--- src/rtl/jst_pkg.sv ---
// ----------------------------------------------------------------------------
// jst_pkg
// Shared types, constants and helpers for the jog/shuttle transport control.
// ----------------------------------------------------------------------------
`default_nettype none

package jst_pkg;

    localparam int FRAME_BITS  = 32;
    localparam int TARGET_BITS = 32;
    localparam int MAX_BITS    = 33;
    localparam int SPEED_BITS  = 6;
    localparam int CMD_BITS    = 3;
    localparam int MODE_BITS   = 2;
    localparam int CMP_BITS    = (FRAME_BITS > TARGET_BITS) ? FRAME_BITS : TARGET_BITS;
    localparam int NUM_RUNGS   = 5;

    localparam logic [FRAME_BITS-1:0] FRAME_TOP = {FRAME_BITS{1'b1}};

    typedef enum logic [CMD_BITS-1:0] {
        CMD_NEW_MEDIA = 3'd0,
        CMD_SET_FRAME = 3'd1,
        CMD_TOGGLE    = 3'd2,
        CMD_PAUSE     = 3'd3,
        CMD_JOG_FWD   = 3'd4,
        CMD_JOG_REV   = 3'd5,
        CMD_STEP_FWD  = 3'd6,
        CMD_STEP_BACK = 3'd7
    } t_cmd;

    typedef enum logic [MODE_BITS-1:0] {
        MODE_PAUSED = 2'd0,
        MODE_FWD    = 2'd1,
        MODE_REV    = 2'd2
    } t_mode;

    typedef logic signed [SPEED_BITS-1:0] t_speed;

    localparam t_speed RUNG_TABLE [NUM_RUNGS] = '{6'sd1, 6'sd2, 6'sd5, 6'sd10, 6'sd30};

    typedef struct packed {
        t_cmd                   cmd;
        logic                   enter_at_two;
        logic [TARGET_BITS-1:0] target_frame;
    } t_item;

    typedef struct packed {
        logic valid;
    } t_stage_ctl;

    typedef struct packed {
        logic advance;
    } t_core_ctl;

    // first rung above mag, holding at the top rung
    function automatic t_speed next_rung(input t_speed mag);
        t_speed r;
        r = RUNG_TABLE[NUM_RUNGS-1];
        for (int i = NUM_RUNGS - 1; i >= 0; i--) begin
            if (RUNG_TABLE[i] > mag) begin
                r = RUNG_TABLE[i];
            end
        end
        return r;
    endfunction

endpackage

`default_nettype wire

--- src/rtl/jst_cmd_if.sv ---
// ----------------------------------------------------------------------------
// jst_cmd_if
// Command channel: valid/ready handshake with one transport command per item.
// ----------------------------------------------------------------------------
`default_nettype none

interface jst_cmd_if;
    logic                            valid;
    logic                            ready;
    logic [jst_pkg::CMD_BITS-1:0]    cmd;
    logic                            enter_at_two;
    logic [jst_pkg::TARGET_BITS-1:0] target_frame;

    modport source (output valid, output cmd, output enter_at_two, output target_frame,
                    input ready);
    modport sink   (input valid, input cmd, input enter_at_two, input target_frame,
                    output ready);
endinterface

`default_nettype wire

--- src/rtl/jst_res_if.sv ---
// ----------------------------------------------------------------------------
// jst_res_if
// Result channel: valid/ready handshake with mode, speed and frame per item.
// ----------------------------------------------------------------------------
`default_nettype none

interface jst_res_if;
    logic                           valid;
    logic                           ready;
    logic [jst_pkg::MODE_BITS-1:0]  mode;
    logic [jst_pkg::SPEED_BITS-1:0] speed;
    logic [jst_pkg::FRAME_BITS-1:0] frame;

    modport source (output valid, output mode, output speed, output frame, input ready);
    modport sink   (input valid, input mode, input speed, input frame, output ready);
endinterface

`default_nettype wire

--- src/rtl/jst_in_stage.sv ---
// ----------------------------------------------------------------------------
// jst_in_stage
// Input register for the command channel.
// ----------------------------------------------------------------------------
`default_nettype none

module jst_in_stage (
    input  wire logic               i_clk,
    input  wire logic               i_rst_n,
    jst_cmd_if.sink                 i_cmd,
    input  wire jst_pkg::t_core_ctl i_core_ctl,
    output jst_pkg::t_stage_ctl     o_stage_ctl,
    output jst_pkg::t_item          o_item
);

    logic           r_valid;
    jst_pkg::t_item r_item;
    logic           accept;

    assign i_cmd.ready = !r_valid || i_core_ctl.advance;
    assign accept      = i_cmd.valid && i_cmd.ready;

    always_ff @(posedge i_clk) begin
        if (!i_rst_n) begin
            r_valid <= 1'b0;
        end else if (accept) begin
            r_valid <= 1'b1;
        end else if (i_core_ctl.advance) begin
            r_valid <= 1'b0;
        end
    end

    always_ff @(posedge i_clk) begin
        if (accept) begin
            r_item.cmd          <= jst_pkg::t_cmd'(i_cmd.cmd);
            r_item.enter_at_two <= i_cmd.enter_at_two;
            r_item.target_frame <= i_cmd.target_frame;
        end
    end

    assign o_stage_ctl.valid = r_valid;
    assign o_item            = r_item;

endmodule

`default_nettype wire

--- src/rtl/jst_core.sv ---
// ----------------------------------------------------------------------------
// jst_core
// Transport state update (mode, stride, frame) and result register.
// ----------------------------------------------------------------------------
`default_nettype none

module jst_core (
    input  wire logic                                i_clk,
    input  wire logic                                i_rst_n,
    input  wire logic                                i_cfg_we,
    input  wire logic signed [jst_pkg::MAX_BITS-1:0] i_cfg_wdata,
    input  wire jst_pkg::t_stage_ctl                 i_stage_ctl,
    input  wire jst_pkg::t_item                      i_item,
    output jst_pkg::t_core_ctl                       o_core_ctl,
    jst_res_if.source                                o_res
);

    logic signed [jst_pkg::MAX_BITS-1:0]   r_max_frame;
    jst_pkg::t_mode                        r_mode;
    jst_pkg::t_speed                       r_stride;
    logic [jst_pkg::FRAME_BITS-1:0]        r_position;
    logic                                  r_out_valid;
    jst_pkg::t_mode                        r_out_mode;
    jst_pkg::t_speed                       r_out_speed;
    logic [jst_pkg::FRAME_BITS-1:0]        r_out_frame;

    jst_pkg::t_mode                        n_mode;
    jst_pkg::t_speed                       n_stride;
    logic [jst_pkg::FRAME_BITS-1:0]        n_position;

    logic                                  advance;
    logic                                  take;
    jst_pkg::t_speed                       entry;
    logic [jst_pkg::FRAME_BITS-1:0]        step_up;
    logic [jst_pkg::FRAME_BITS-1:0]        step_down;
    logic [jst_pkg::FRAME_BITS-1:0]        clamp_in;

    // saturate to the frame range, then to max_frame when it is not negative
    function automatic logic [jst_pkg::FRAME_BITS-1:0] clamp_frame(
        input logic [jst_pkg::CMP_BITS-1:0]        p,
        input logic signed [jst_pkg::MAX_BITS-1:0] max_frame
    );
        logic [jst_pkg::CMP_BITS-1:0] q;
        logic [jst_pkg::CMP_BITS-1:0] cap;
        q   = p;
        cap = jst_pkg::CMP_BITS'(max_frame[jst_pkg::MAX_BITS-2:0]);
        if (q > jst_pkg::CMP_BITS'(jst_pkg::FRAME_TOP)) begin
            q = jst_pkg::CMP_BITS'(jst_pkg::FRAME_TOP);
        end
        if (!max_frame[jst_pkg::MAX_BITS-1] && q > cap) begin
            q = cap;
        end
        return jst_pkg::FRAME_BITS'(q);
    endfunction

    assign advance            = !r_out_valid || o_res.ready;
    assign take               = i_stage_ctl.valid && advance;
    assign o_core_ctl.advance = advance;

    assign entry     = i_item.enter_at_two ? jst_pkg::RUNG_TABLE[1] : jst_pkg::RUNG_TABLE[0];
    assign step_up   = (r_position != jst_pkg::FRAME_TOP) ?
                       r_position + jst_pkg::FRAME_BITS'(1) : r_position;
    assign step_down = (r_position != '0) ? r_position - jst_pkg::FRAME_BITS'(1) : r_position;

    always_comb begin
        case (i_item.cmd)
            jst_pkg::CMD_STEP_FWD:  clamp_in = step_up;
            jst_pkg::CMD_STEP_BACK: clamp_in = step_down;
            default:                clamp_in = r_position;
        endcase
    end

    always_comb begin
        n_mode     = r_mode;
        n_stride   = r_stride;
        n_position = r_position;
        case (i_item.cmd)
            jst_pkg::CMD_NEW_MEDIA: begin
                n_mode     = jst_pkg::MODE_PAUSED;
                n_stride   = '0;
                n_position = '0;
            end
            jst_pkg::CMD_SET_FRAME: begin
                n_position = clamp_frame(jst_pkg::CMP_BITS'(i_item.target_frame), r_max_frame);
            end
            jst_pkg::CMD_TOGGLE: begin
                if (r_mode == jst_pkg::MODE_FWD || r_mode == jst_pkg::MODE_REV) begin
                    n_mode   = jst_pkg::MODE_PAUSED;
                    n_stride = '0;
                end else begin
                    n_mode   = jst_pkg::MODE_FWD;
                    n_stride = jst_pkg::RUNG_TABLE[0];
                end
            end
            jst_pkg::CMD_PAUSE: begin
                n_mode   = jst_pkg::MODE_PAUSED;
                n_stride = '0;
            end
            jst_pkg::CMD_JOG_FWD: begin
                n_mode   = jst_pkg::MODE_FWD;
                n_stride = (r_stride <= 6'sd0) ? entry : jst_pkg::next_rung(r_stride);
            end
            jst_pkg::CMD_JOG_REV: begin
                n_mode   = jst_pkg::MODE_REV;
                n_stride = (r_stride >= 6'sd0) ? -entry : -jst_pkg::next_rung(-r_stride);
            end
            jst_pkg::CMD_STEP_FWD, jst_pkg::CMD_STEP_BACK: begin
                n_mode     = jst_pkg::MODE_PAUSED;
                n_stride   = '0;
                n_position = clamp_frame(jst_pkg::CMP_BITS'(clamp_in), r_max_frame);
            end
            default: begin
                n_mode   = r_mode;
            end
        endcase
    end

    always_ff @(posedge i_clk) begin
        if (!i_rst_n) begin
            r_max_frame <= -33'sd1;
            r_mode      <= jst_pkg::MODE_PAUSED;
            r_stride    <= '0;
            r_position  <= '0;
            r_out_valid <= 1'b0;
        end else begin
            if (i_cfg_we) begin
                r_max_frame <= i_cfg_wdata;
            end
            if (take) begin
                r_mode     <= n_mode;
                r_stride   <= n_stride;
                r_position <= n_position;
            end
            if (advance) begin
                r_out_valid <= i_stage_ctl.valid;
            end
        end
    end

    always_ff @(posedge i_clk) begin
        if (take) begin
            r_out_mode  <= n_mode;
            r_out_speed <= n_stride;
            r_out_frame <= n_position;
        end
    end

    assign o_res.valid = r_out_valid;
    assign o_res.mode  = r_out_mode;
    assign o_res.speed = r_out_speed;
    assign o_res.frame = r_out_frame;

endmodule

`default_nettype wire

--- src/rtl/jog_shuttle_transport_control.sv ---
// ----------------------------------------------------------------------------
// jog_shuttle_transport_control
// JKL-style transport: command in, mode / signed speed / frame out.
// ----------------------------------------------------------------------------
// Takes one command item per clock while the result sink does not stall, and
// returns one result item per command; the state update loop sets this rate.
// An item passes an input register, then the state update into the result
// register. max_frame (reset -1, negative = no upper clamp) is written through
// i_cfg_we / i_cfg_wdata; the user must write it only while no item is in
// flight, which the block itself does not enforce.
`default_nettype none

module jog_shuttle_transport_control (
    input  wire logic                                i_clk,
    input  wire logic                                i_rst_n,
    input  wire logic                                i_cfg_we,
    input  wire logic signed [jst_pkg::MAX_BITS-1:0] i_cfg_wdata,
    jst_cmd_if.sink                                  i_cmd,
    jst_res_if.source                                o_res
);

    jst_pkg::t_stage_ctl stage_ctl;
    jst_pkg::t_core_ctl  core_ctl;
    jst_pkg::t_item      item;

    jst_in_stage u_in_stage (
        .i_clk       (i_clk),
        .i_rst_n     (i_rst_n),
        .i_cmd       (i_cmd),
        .i_core_ctl  (core_ctl),
        .o_stage_ctl (stage_ctl),
        .o_item      (item)
    );

    jst_core u_core (
        .i_clk       (i_clk),
        .i_rst_n     (i_rst_n),
        .i_cfg_we    (i_cfg_we),
        .i_cfg_wdata (i_cfg_wdata),
        .i_stage_ctl (stage_ctl),
        .i_item      (item),
        .o_core_ctl  (core_ctl),
        .o_res       (o_res)
    );

endmodule

`default_nettype wire

--- src/flat_wrapper.sv ---
// flat-port wrapper written by rule: the top's interface ports become plain ports
module jog_shuttle_transport_control_flat 
  (i_clk, i_rst_n, i_cfg_we, i_cfg_wdata, i_cmd_valid, i_cmd_cmd, i_cmd_enter_at_two, i_cmd_target_frame, i_cmd_ready, o_res_valid, o_res_mode, o_res_speed, o_res_frame, o_res_ready);
  jst_cmd_if i_cmd_i ();
  jst_res_if o_res_i ();
  input  wire logic i_clk;
  input  wire logic i_rst_n;
  input  wire logic i_cfg_we;
  input  wire logic signed [jst_pkg::MAX_BITS-1:0] i_cfg_wdata;
  input wire logic [$bits(i_cmd_i.valid)-1:0] i_cmd_valid;
  input wire logic [$bits(i_cmd_i.cmd)-1:0] i_cmd_cmd;
  input wire logic [$bits(i_cmd_i.enter_at_two)-1:0] i_cmd_enter_at_two;
  input wire logic [$bits(i_cmd_i.target_frame)-1:0] i_cmd_target_frame;
  output wire logic [$bits(i_cmd_i.ready)-1:0] i_cmd_ready;
  output wire logic [$bits(o_res_i.valid)-1:0] o_res_valid;
  output wire logic [$bits(o_res_i.mode)-1:0] o_res_mode;
  output wire logic [$bits(o_res_i.speed)-1:0] o_res_speed;
  output wire logic [$bits(o_res_i.frame)-1:0] o_res_frame;
  input wire logic [$bits(o_res_i.ready)-1:0] o_res_ready;
  assign i_cmd_i.valid = i_cmd_valid;
  assign i_cmd_i.cmd = i_cmd_cmd;
  assign i_cmd_i.enter_at_two = i_cmd_enter_at_two;
  assign i_cmd_i.target_frame = i_cmd_target_frame;
  assign i_cmd_ready = i_cmd_i.ready;
  assign o_res_valid = o_res_i.valid;
  assign o_res_mode = o_res_i.mode;
  assign o_res_speed = o_res_i.speed;
  assign o_res_frame = o_res_i.frame;
  assign o_res_i.ready = o_res_ready;
  jog_shuttle_transport_control u_core (.i_clk(i_clk), .i_rst_n(i_rst_n), .i_cfg_we(i_cfg_we), .i_cfg_wdata(i_cfg_wdata), .i_cmd(i_cmd_i), .o_res(o_res_i));
endmodule
--- config.mk ---
export PLATFORM = sky130hd
export DESIGN_NAME = jog_shuttle_transport_control_flat
export DESIGN_NICKNAME = d
export VERILOG_FILES = /design/src/rtl/jst_pkg.sv /design/src/rtl/jst_cmd_if.sv /design/src/rtl/jst_res_if.sv /design/src/rtl/jst_in_stage.sv /design/src/rtl/jst_core.sv /design/src/rtl/jog_shuttle_transport_control.sv /design/src/flat_wrapper.sv
export SDC_FILE = /design/constraint.sdc
export NUM_CORES = 1
export LEC_CHECK = 0
export ABC_CLOCK_PERIOD_IN_PS = 6400
export BUFFER_PORTS_ARGS = -buffer_cell sky130_fd_sc_hd__buf_2
export CAP_MARGIN = 20
export CORE_ASPECT_RATIO = 1.75
export CORE_UTILIZATION = 50
export CTS_CLUSTER_SIZE = 40
export DETAILED_ROUTE_END_ITERATION = 10
export GPL_ROUTABILITY_DRIVEN = 0
export PLACE_DENSITY_LB_ADDON = 0.05
export REMOVE_ABC_BUFFERS = 1
export SYNTH_ARGS = -nofsm -noshare
export SYNTH_HDL_FRONTEND = slang
export SYNTH_SLANG_ARGS = --single-unit
--- constraint.sdc ---
create_clock -name i_clk -period 6.4 [get_ports i_clk]
set_input_delay 0.32 -clock i_clk [delete_from_list [all_inputs] [get_ports i_clk]]
set_output_delay 0.32 -clock i_clk [all_outputs]
set_load 0.005 [all_outputs]
==> results of run 1 <==
-- registers in the layout, summed over array words and instances (netlist names) --
signal	flops
u_core.u_core.o_res.valid	1
u_core.u_core.o_res.mode	2
u_core.u_core.r_position	32
u_core.u_core.r_stride	6
u_core.u_core.r_mode	2
u_core.u_core.r_max_frame	33
u_core.u_in_stage.o_item	36
u_core.u_in_stage.o_stage_ctl	1
u_core.u_core.o_res.frame	32
u_core.u_core.o_res.speed	6
-- cell families after synthesis --
kind of cell,count (synthesis),share of synthesized area (%)
fa+ha+maj,71,9.23
mux,25,2.72
compound gates,314,22.2
buf+inv,127,5.26
simple gates,363,19.0
flops,151,39.3
xor+xnor,25,2.27
-- Yosys cell counts, drive strengths merged (4+ instances only) --
cell type  instances  area share, %
or3               11           0.71
nand2b             5           0.32
a22oi             11           0.86
nor3              42            2.5
nand2            130            5.1
o31ai              5           0.53
a221oi             6           0.61
o31a               4           0.36
a21o               5           0.39
xnor2             17            1.5
a21boi             5           0.39
a211o              4           0.36
nand3             26            1.4
clkbuf            61            2.4
mux2               9            1.1
or4               12           0.97
o21ai             58            3.0
edfxtp            76             24
nor2b             11           0.71
mux2i             16            1.7
nor4              17            1.2
a222oi            13            1.4
dfxtp             75             16
buf               18            1.0
xor2               8           0.73
ha                71            9.2
o211ai            44            3.4
o21a               8           0.62
a31oi             36            2.3
nor2              47            1.8
a21oi             71            3.7
o221a              5           0.58
and4               4           0.36
and3              11           0.73
nand4             27            1.9
a2111oi            4           0.36
inv               46            1.8
and2               7           0.45
a311oi             4           0.36
or2                6           0.39
-- worst max-delay path, cell delays in order (launching register included) --
cell      delay [ns]
edfxtp_1        0.86
clkinv_1        0.60
nor3_2          0.53
nand4_2         0.27
o32ai_1         0.35
xor2_1          0.15
ha_1            0.35
nand4_1         0.24
nor4_1          0.63
a31oi_1         0.25
o31a_1          0.17
a31oi_2         0.18
buf_4           0.38
and2_0          0.41
buf_4           0.24
a222oi_1        0.11
o21ai_0         0.15
-- placed cells by master (no fill, tap or decap), types with 13 or more instances in the layout --
| cell | netlist | layout |
|---|---|---|
| nand2_1 | 130 | 130 |
| buf_2 | 12 | 115 |
| edfxtp_1 | 76 | 76 |
| dfxtp_1 | 75 | 75 |
| a21oi_1 | 71 | 71 |
| ha_1 | 71 | 71 |
| o21ai_0 | 58 | 57 |
| nor2_1 | 47 | 46 |
| inv_1 | 46 | 46 |
| o211ai_1 | 44 | 44 |
| nor3_1 | 38 | 37 |
| a31oi_1 | 36 | 35 |
| nand3_1 | 26 | 26 |
| nand4_1 | 25 | 25 |
| buf_4 | 0 | 23 |
| xnor2_1 | 17 | 17 |
| clkbuf_16 | 0 | 17 |
| nor4_1 | 16 | 16 |
| mux2i_1 | 16 | 16 |
| a222oi_1 | 13 | 13 |
-- power breakdown --
group          total, mW  internal (mW)  switching, mW
Combinational      0.482          0.177          0.305
Sequential          1.15           1.08         0.0646
Clock               1.02          0.610          0.412
-- through the flow --
stage	cell area [sq um]	cells
global placement	10400	1373
finish	11000	1405
floorplan	9300	997
global route	11000	1405
detailed placement	10400	1373
CTS	11000	1405
-- layer usage --
layer  vias up  wire, um
met3       109      1210
met4         0      2020
met5         -         0
met2       320     16200
met1      4242     11200
li1       4247         -
-- final timing paths --
check | start | to | slack, ns | depth (start not counted)
worst max-delay path | u_core.u_in_stage.o_item[33] | u_core.u_core.o_res.frame[29] | 0.34 | 16
worst min-delay path | i_cmd_target_frame[29] | u_core.u_in_stage.o_item[29] | 0.05 | 1
worst max register to register | u_core.u_in_stage.o_item[33] | u_core.u_core.o_res.frame[29] | 0.34 | 16
worst min register to register | u_core.u_core.r_max_frame[31] | u_core.u_core.r_position[31] | 0.50 | 2
-- layout make-up --
| type | instances | area [sq um] | area share (%) |
|---|---|---|---|
| multi-input combinational | 798 | 5380 | 49.0 |
| sequential | 151 | 3780 | 34.5 |
| timing repair buffer | 138 | 748 | 6.81 |
| clock buffer | 19 | 433 | 3.94 |
| tap | 238 | 298 | 2.71 |
| inverter | 48 | 180 | 1.64 |
| clock inverter | 13 | 155 | 1.41 |
==> reports/results.tsv, run 1 <==
stage	metric	value	unit
grt	grt_start_max_net_pins	76	
logic_synthesis	synth-seq-cells	151	
sta	final.period_utilization	94.7	%
outcome	status	completed	
clock_network	cts_buffers	17	
sta	slew_headroom	30.4	%
route	drt_iter0_drc	749	
critical_path	cp-end-kind	register	
clock_network	clk_pin_slew_worst_paths	0.06	ns
grt	grt_use_met3	4.90	%
layout	drive_gt1_share	17.7	%
grt	gr-usage-met1	32.3	%
sta	max_freq	0.165	GHz
route	wl	30600	um
sta	slew_viol_final	0	
sta	setup_viol	0	
logic_synthesis	synth_cells	1076	
clock_network	clock-root-buffer	clkbuf_16	
grt	busiest_layer	met2	
worst_hold_path	hold_class	input port to register	
critical_path	worst_ep_required_time	6.67	ns
sta	period_minus_slack	6.06	ns
logic_synthesis	synth_area	9630	sq um
grt	grt_antenna_before_repair	0	
route	via_per_inst	6.35	
logic_synthesis	async_flop_share	0	%
clock_network	cts_tree	done	
grt	grt_pass1_wl	47300	um
pwr	peakVddDrop	0.000161	V
sta	hold_viol	0	
layout	fill_cells	1721	
layout	num_antenna_cells	0	
pwr	p_leak	4.62	nW
clock_network	htreeDepth	4	
route	drt_first_pass_iters	6	
floorplanning	core	18700	sq um
route	drc	0	
layout	final_util	58.6	%
placement	port_buffers	115	
critical_path	crit_type	register to register	
logic_synthesis	synth_ff_type	edfxtp_1	
clock_network	cts_sinks	151	
clock_network	postCtsHoldBufs	0	
sta	tns	0	ns
placement	dp_hpwl	22000	um
clock_network	postCtsSetupRepairBufs	0	
critical_path	critPathMaxFanout	24	
pwr	power.density	241	nW/um^2
grt	track_usage	31.9	%
placement	dp_slack	0.539	ns
route	num_vias	8918	
grt	overflow	0	
floorplanning	ios	116	
floorplanning	placementRows	66	
logic_synthesis	synth_cell_type_count	75	
job	maxCapViolations	0	
critical_path	arrival	6.34	ns
route	wl_per_cell	21.8	um
critical_path	cp-start-kind	register	
layout	fin_nets	1299	
sta	finalWorstSetupSlack	0.337	ns
logic_synthesis	synth-edff-count	76	
layout	syn_to_final_growth	14.0	%
logic_synthesis	synth.yosys.warnings	0	
sta	worstMarginPinSlew	1.04	ns
floorplanning	start_util	51.4	%
clock_network	cts_resized	0	
logic_synthesis	avgSynthCellArea	8.95	sq um
sta	hold_slack	0.0458	ns
grt	grt_use_met2	58.0	%
clock_network	cts.path.max_buffers	2	
sta	fin_skew	0.0121	ns
pwr	total_power	2.65	mW
grt	grt_pass1_vias	8855	
floorplanning	dieHeight	186	um
route	ant_nets	0	
sta	rsz0062_at_grt	no	
floorplanning	dieArea	19800	sq um
clock_network	clk_latency	0.45	ns
logic_synthesis	seq_area_frac_synth	39.3	%
floorplanning	chipWidth	107	um
(Power assumes the default switching activity.)
==> run 2: changes to the inputs <==
- BUFFER_PORTS_ARGS: -buffer_cell sky130_fd_sc_hd__buf_2 -> -buffer_cell sky130_fd_sc_hd__buf_4
==> run 2 against run 1 <==
  * Clock power hardly changed
  * Sequential power hardly changed
  * Non-clock buffer count is 6 lower
  * Critical path type unchanged
  * Total power is 0.68% higher
  * Largest cell class unchanged
  * Cell area is 2.2% higher
  * Register-to-register slack better by 0.43 ns
  * Combinational power is 3% higher
  * Worst hold slack better by 0.0011 ns
  * Die area stayed put
  * Fmax is 7.6% higher
  * Clock skew is 0.0021 ns higher
  * Sequential cell count stayed put
==> reports/results.tsv, run 2 (synthesized netlist as in run 1, its figures left out) <==
stage	metric	value	unit	change
outcome	status	completed		unchanged
floorplanning	dieHeight	186	um	unchanged
clock_network	postCtsHoldBufs	0		unchanged
critical_path	reg2reg_slack	0.76	ns	was 0.34 ns
sta	rsz0062_at_grt	no		unchanged
layout	syn_to_final_growth	16.6	%	was 14.0%
clock_network	cts_buffers	17		unchanged
worst_hold_path	hp-start	i_cmd_target_frame[31]		was i_cmd_target_frame[29]
grt	overflow	0		unchanged
route	via_per_inst	6.50		was 6.35
critical_path	reg2reg_depth	15		was 16
layout	layout_commonest_cell	buf_4		was nand2_1
critical_path	r2r_start	u_core.u_in_stage.o_item[34]		was u_core.u_in_stage.o_item[33]
pwr	peakVddDrop	0.000238	V	was 0.000161 V
route	drt_iter0_drc	783		was 749
sta	period_minus_slack	5.64	ns	was 6.06 ns
critical_path	worst_ep_required_time	6.55	ns	was 6.67 ns
sta	setup_viol	0		unchanged
grt	track_usage	31.3	%	was 31.9%
worst_hold_path	hold_end	u_core.u_in_stage.o_item[31]		was u_core.u_in_stage.o_item[29]
placement	postPlaceCellArea	10600	sq um	was 10,400 sq um
critical_path	crit_type	register to register		unchanged
clock_network	cts_tree	done		unchanged
grt	grt_pass1_wl	46800	um	was 47,300 um
layout	num_antenna_cells	0		unchanged
clock_network	cts.path.max_buffers	2		unchanged
critical_path	cp-end-kind	register		unchanged
sta	fin_skew	0.0142	ns	was 0.0121 ns
job	maxCapViolations	0		unchanged
floorplanning	ios	116		unchanged
clock_network	clk_latency	0.44	ns	was 0.45 ns
grt	grt_antenna_before_repair	0		unchanged
layout	drive_gt1_share	17.3	%	was 17.7%
critical_path	r2r-end	u_core.u_core.o_res.frame[29]		unchanged
route	wl	30300	um	was 30,600 um
layout	final_util	59.9	%	was 58.6%
route	drc	0		unchanged
sta	tns	0	ns	unchanged
sta	max_freq	0.177	GHz	was 0.165 GHz
floorplanning	chipWidth	107	um	unchanged
sta	worstMarginPinSlew	1.00	ns	was 1.04 ns
floorplanning	core	18700	sq um	unchanged
clock_network	clk_pin_slew_worst_paths	0.07	ns	was 0.06 ns
pwr	power.density	238	nW/um^2	was 241 nW/um^2
sta	slew_viol_final	0		unchanged
critical_path	arrival	5.79	ns	was 6.34 ns
grt	grt_start_max_net_pins	76		unchanged
critical_path	critPathMaxFanout	15		was 24
layout	mostFrequentLayoutCells	buf_4, nand2_1, edfxtp_1		was nand2_1, buf_2, edfxtp_1
route	drt_first_pass_iters	8		was 6
route	num_vias	9095		was 8,918
grt	grt_pass1_vias	8889		was 8,855
sta	hold_viol	0		unchanged
route	ant_nets	0		unchanged
sta	slew_headroom	33.2	%	was 30.4%
clock_network	postCtsSetupRepairBufs	0		unchanged
worst_hold_path	hold_depth	1		unchanged
placement	dp_hpwl	22000	um	about the same
clock_network	cts_resized	0		unchanged
placement	port_buffers	115		unchanged
sta	final.period_utilization	88.1	%	was 94.7%
pwr	p_leak	4.68	nW	was 4.62 nW
clock_network	clock-root-buffer	clkbuf_16		unchanged
worst_hold_path	hold_class	input port to register		unchanged
floorplanning	placementRows	66		unchanged
floorplanning	start_util	51.4	%	unchanged
route	wl_per_cell	21.7	um	was 21.8 um
floorplanning	dieArea	19800	sq um	unchanged
clock_network	cts_sinks	151		unchanged
layout	largest_register_ffs	36		unchanged
clock_network	htreeDepth	4		unchanged
layout	fin_nets	1293		was 1,299
critical_path	cp-start-kind	register		unchanged
layout	fin_area	11200	sq um	was 11,000 sq um
run 2: cell count changes in the layout (fill, tap and decap cells not counted):
cell / before / now
a2111oi_1: 1 / 0
clkinv_2: 3 / 2
clkinv_1: 3 / 2
clkinvlp_4: 1 / 2
buf_4: 23 / 132
clkbuf_1: 2 / 3
buf_2: 115 / 0
a2111oi_0: 3 / 4
run 2: routing by layer:
layer / GRT usage (%) / routed length [um] / vias up
met5: 0 / 0 / -
met4: 22.1 / 1940 / 0
met3: 4.73 / 1570 / 115
met2: 56.1 / 15900 / 392
met1: 33.2 / 10900 / 4357
li1: - / - / 4231
run 2: layout make-up:
type,instances,area (sq um)
Inverter,48,180
Sequential cell,151,3780
Fill cell,1704,7520
Multi-Input combinational cell,798,5380
Timing Repair Buffer,132,991
Tap cell,238,298
Clock buffer,20,437
Clock inverter,12,154
run 2: critical path, cell delays in order, from the launching register on:
cell      delay [ns]
edfxtp_1        0.65
nand2_1         0.34
nor2_1          0.53
nand2_1         0.13
nor3_1          0.50
a31oi_1         0.20
xnor2_1         0.19
ha_1            0.33
nand4_1         0.18
nor4_1          0.51
a31oi_1         0.23
o31a_1          0.17
a31oi_2         0.22
o22ai_2         0.34
a222oi_1        0.61
o21ai_0         0.21
run 2: through the flow:
step | power (mW) | std cells | hold WS, ns | setup slack [ns]
global placement | 1.65 | 1367 | 0.486 | 0.994
finish | 2.67 | 1399 | 0.0469 | 0.764
detailed placement | 1.66 | 1367 | 0.485 | 0.882
CTS | 2.68 | 1399 | 0.0339 | 0.807
floorplan | 1.45 | 997 | 0.382 | 0.366
global route | 2.77 | 1399 | 0.0409 | 0.223
run 2: power breakdown:
group	total (mW)	internal, mW	leakage, nW	switching (mW)
clock network	1.03	0.613	0.282	0.413
logic	0.496	0.195	3.03	0.301
registers	1.15	1.08	1.36	0.0653
run 2: worst max-delay path by stage:
stage | startpoint | to | slack, ns
after floorplan | u_core.u_core.r_position[0] | u_core.u_core.o_res.frame[29] | 0.37
after global placement | u_core.u_core.r_position[11] | u_core.u_core.o_res.frame[29] | 0.99
after detailed placement | u_core.u_in_stage.o_item[34] | u_core.u_core.o_res.frame[29] | 0.88
after CTS | u_core.u_in_stage.o_item[34] | u_core.u_core.o_res.frame[29] | 0.81
after global routing | u_core.u_in_stage.o_item[34] | u_core.u_core.o_res.frame[29] | 0.22
final | u_core.u_in_stage.o_item[34] | u_core.u_core.o_res.frame[29] | 0.76
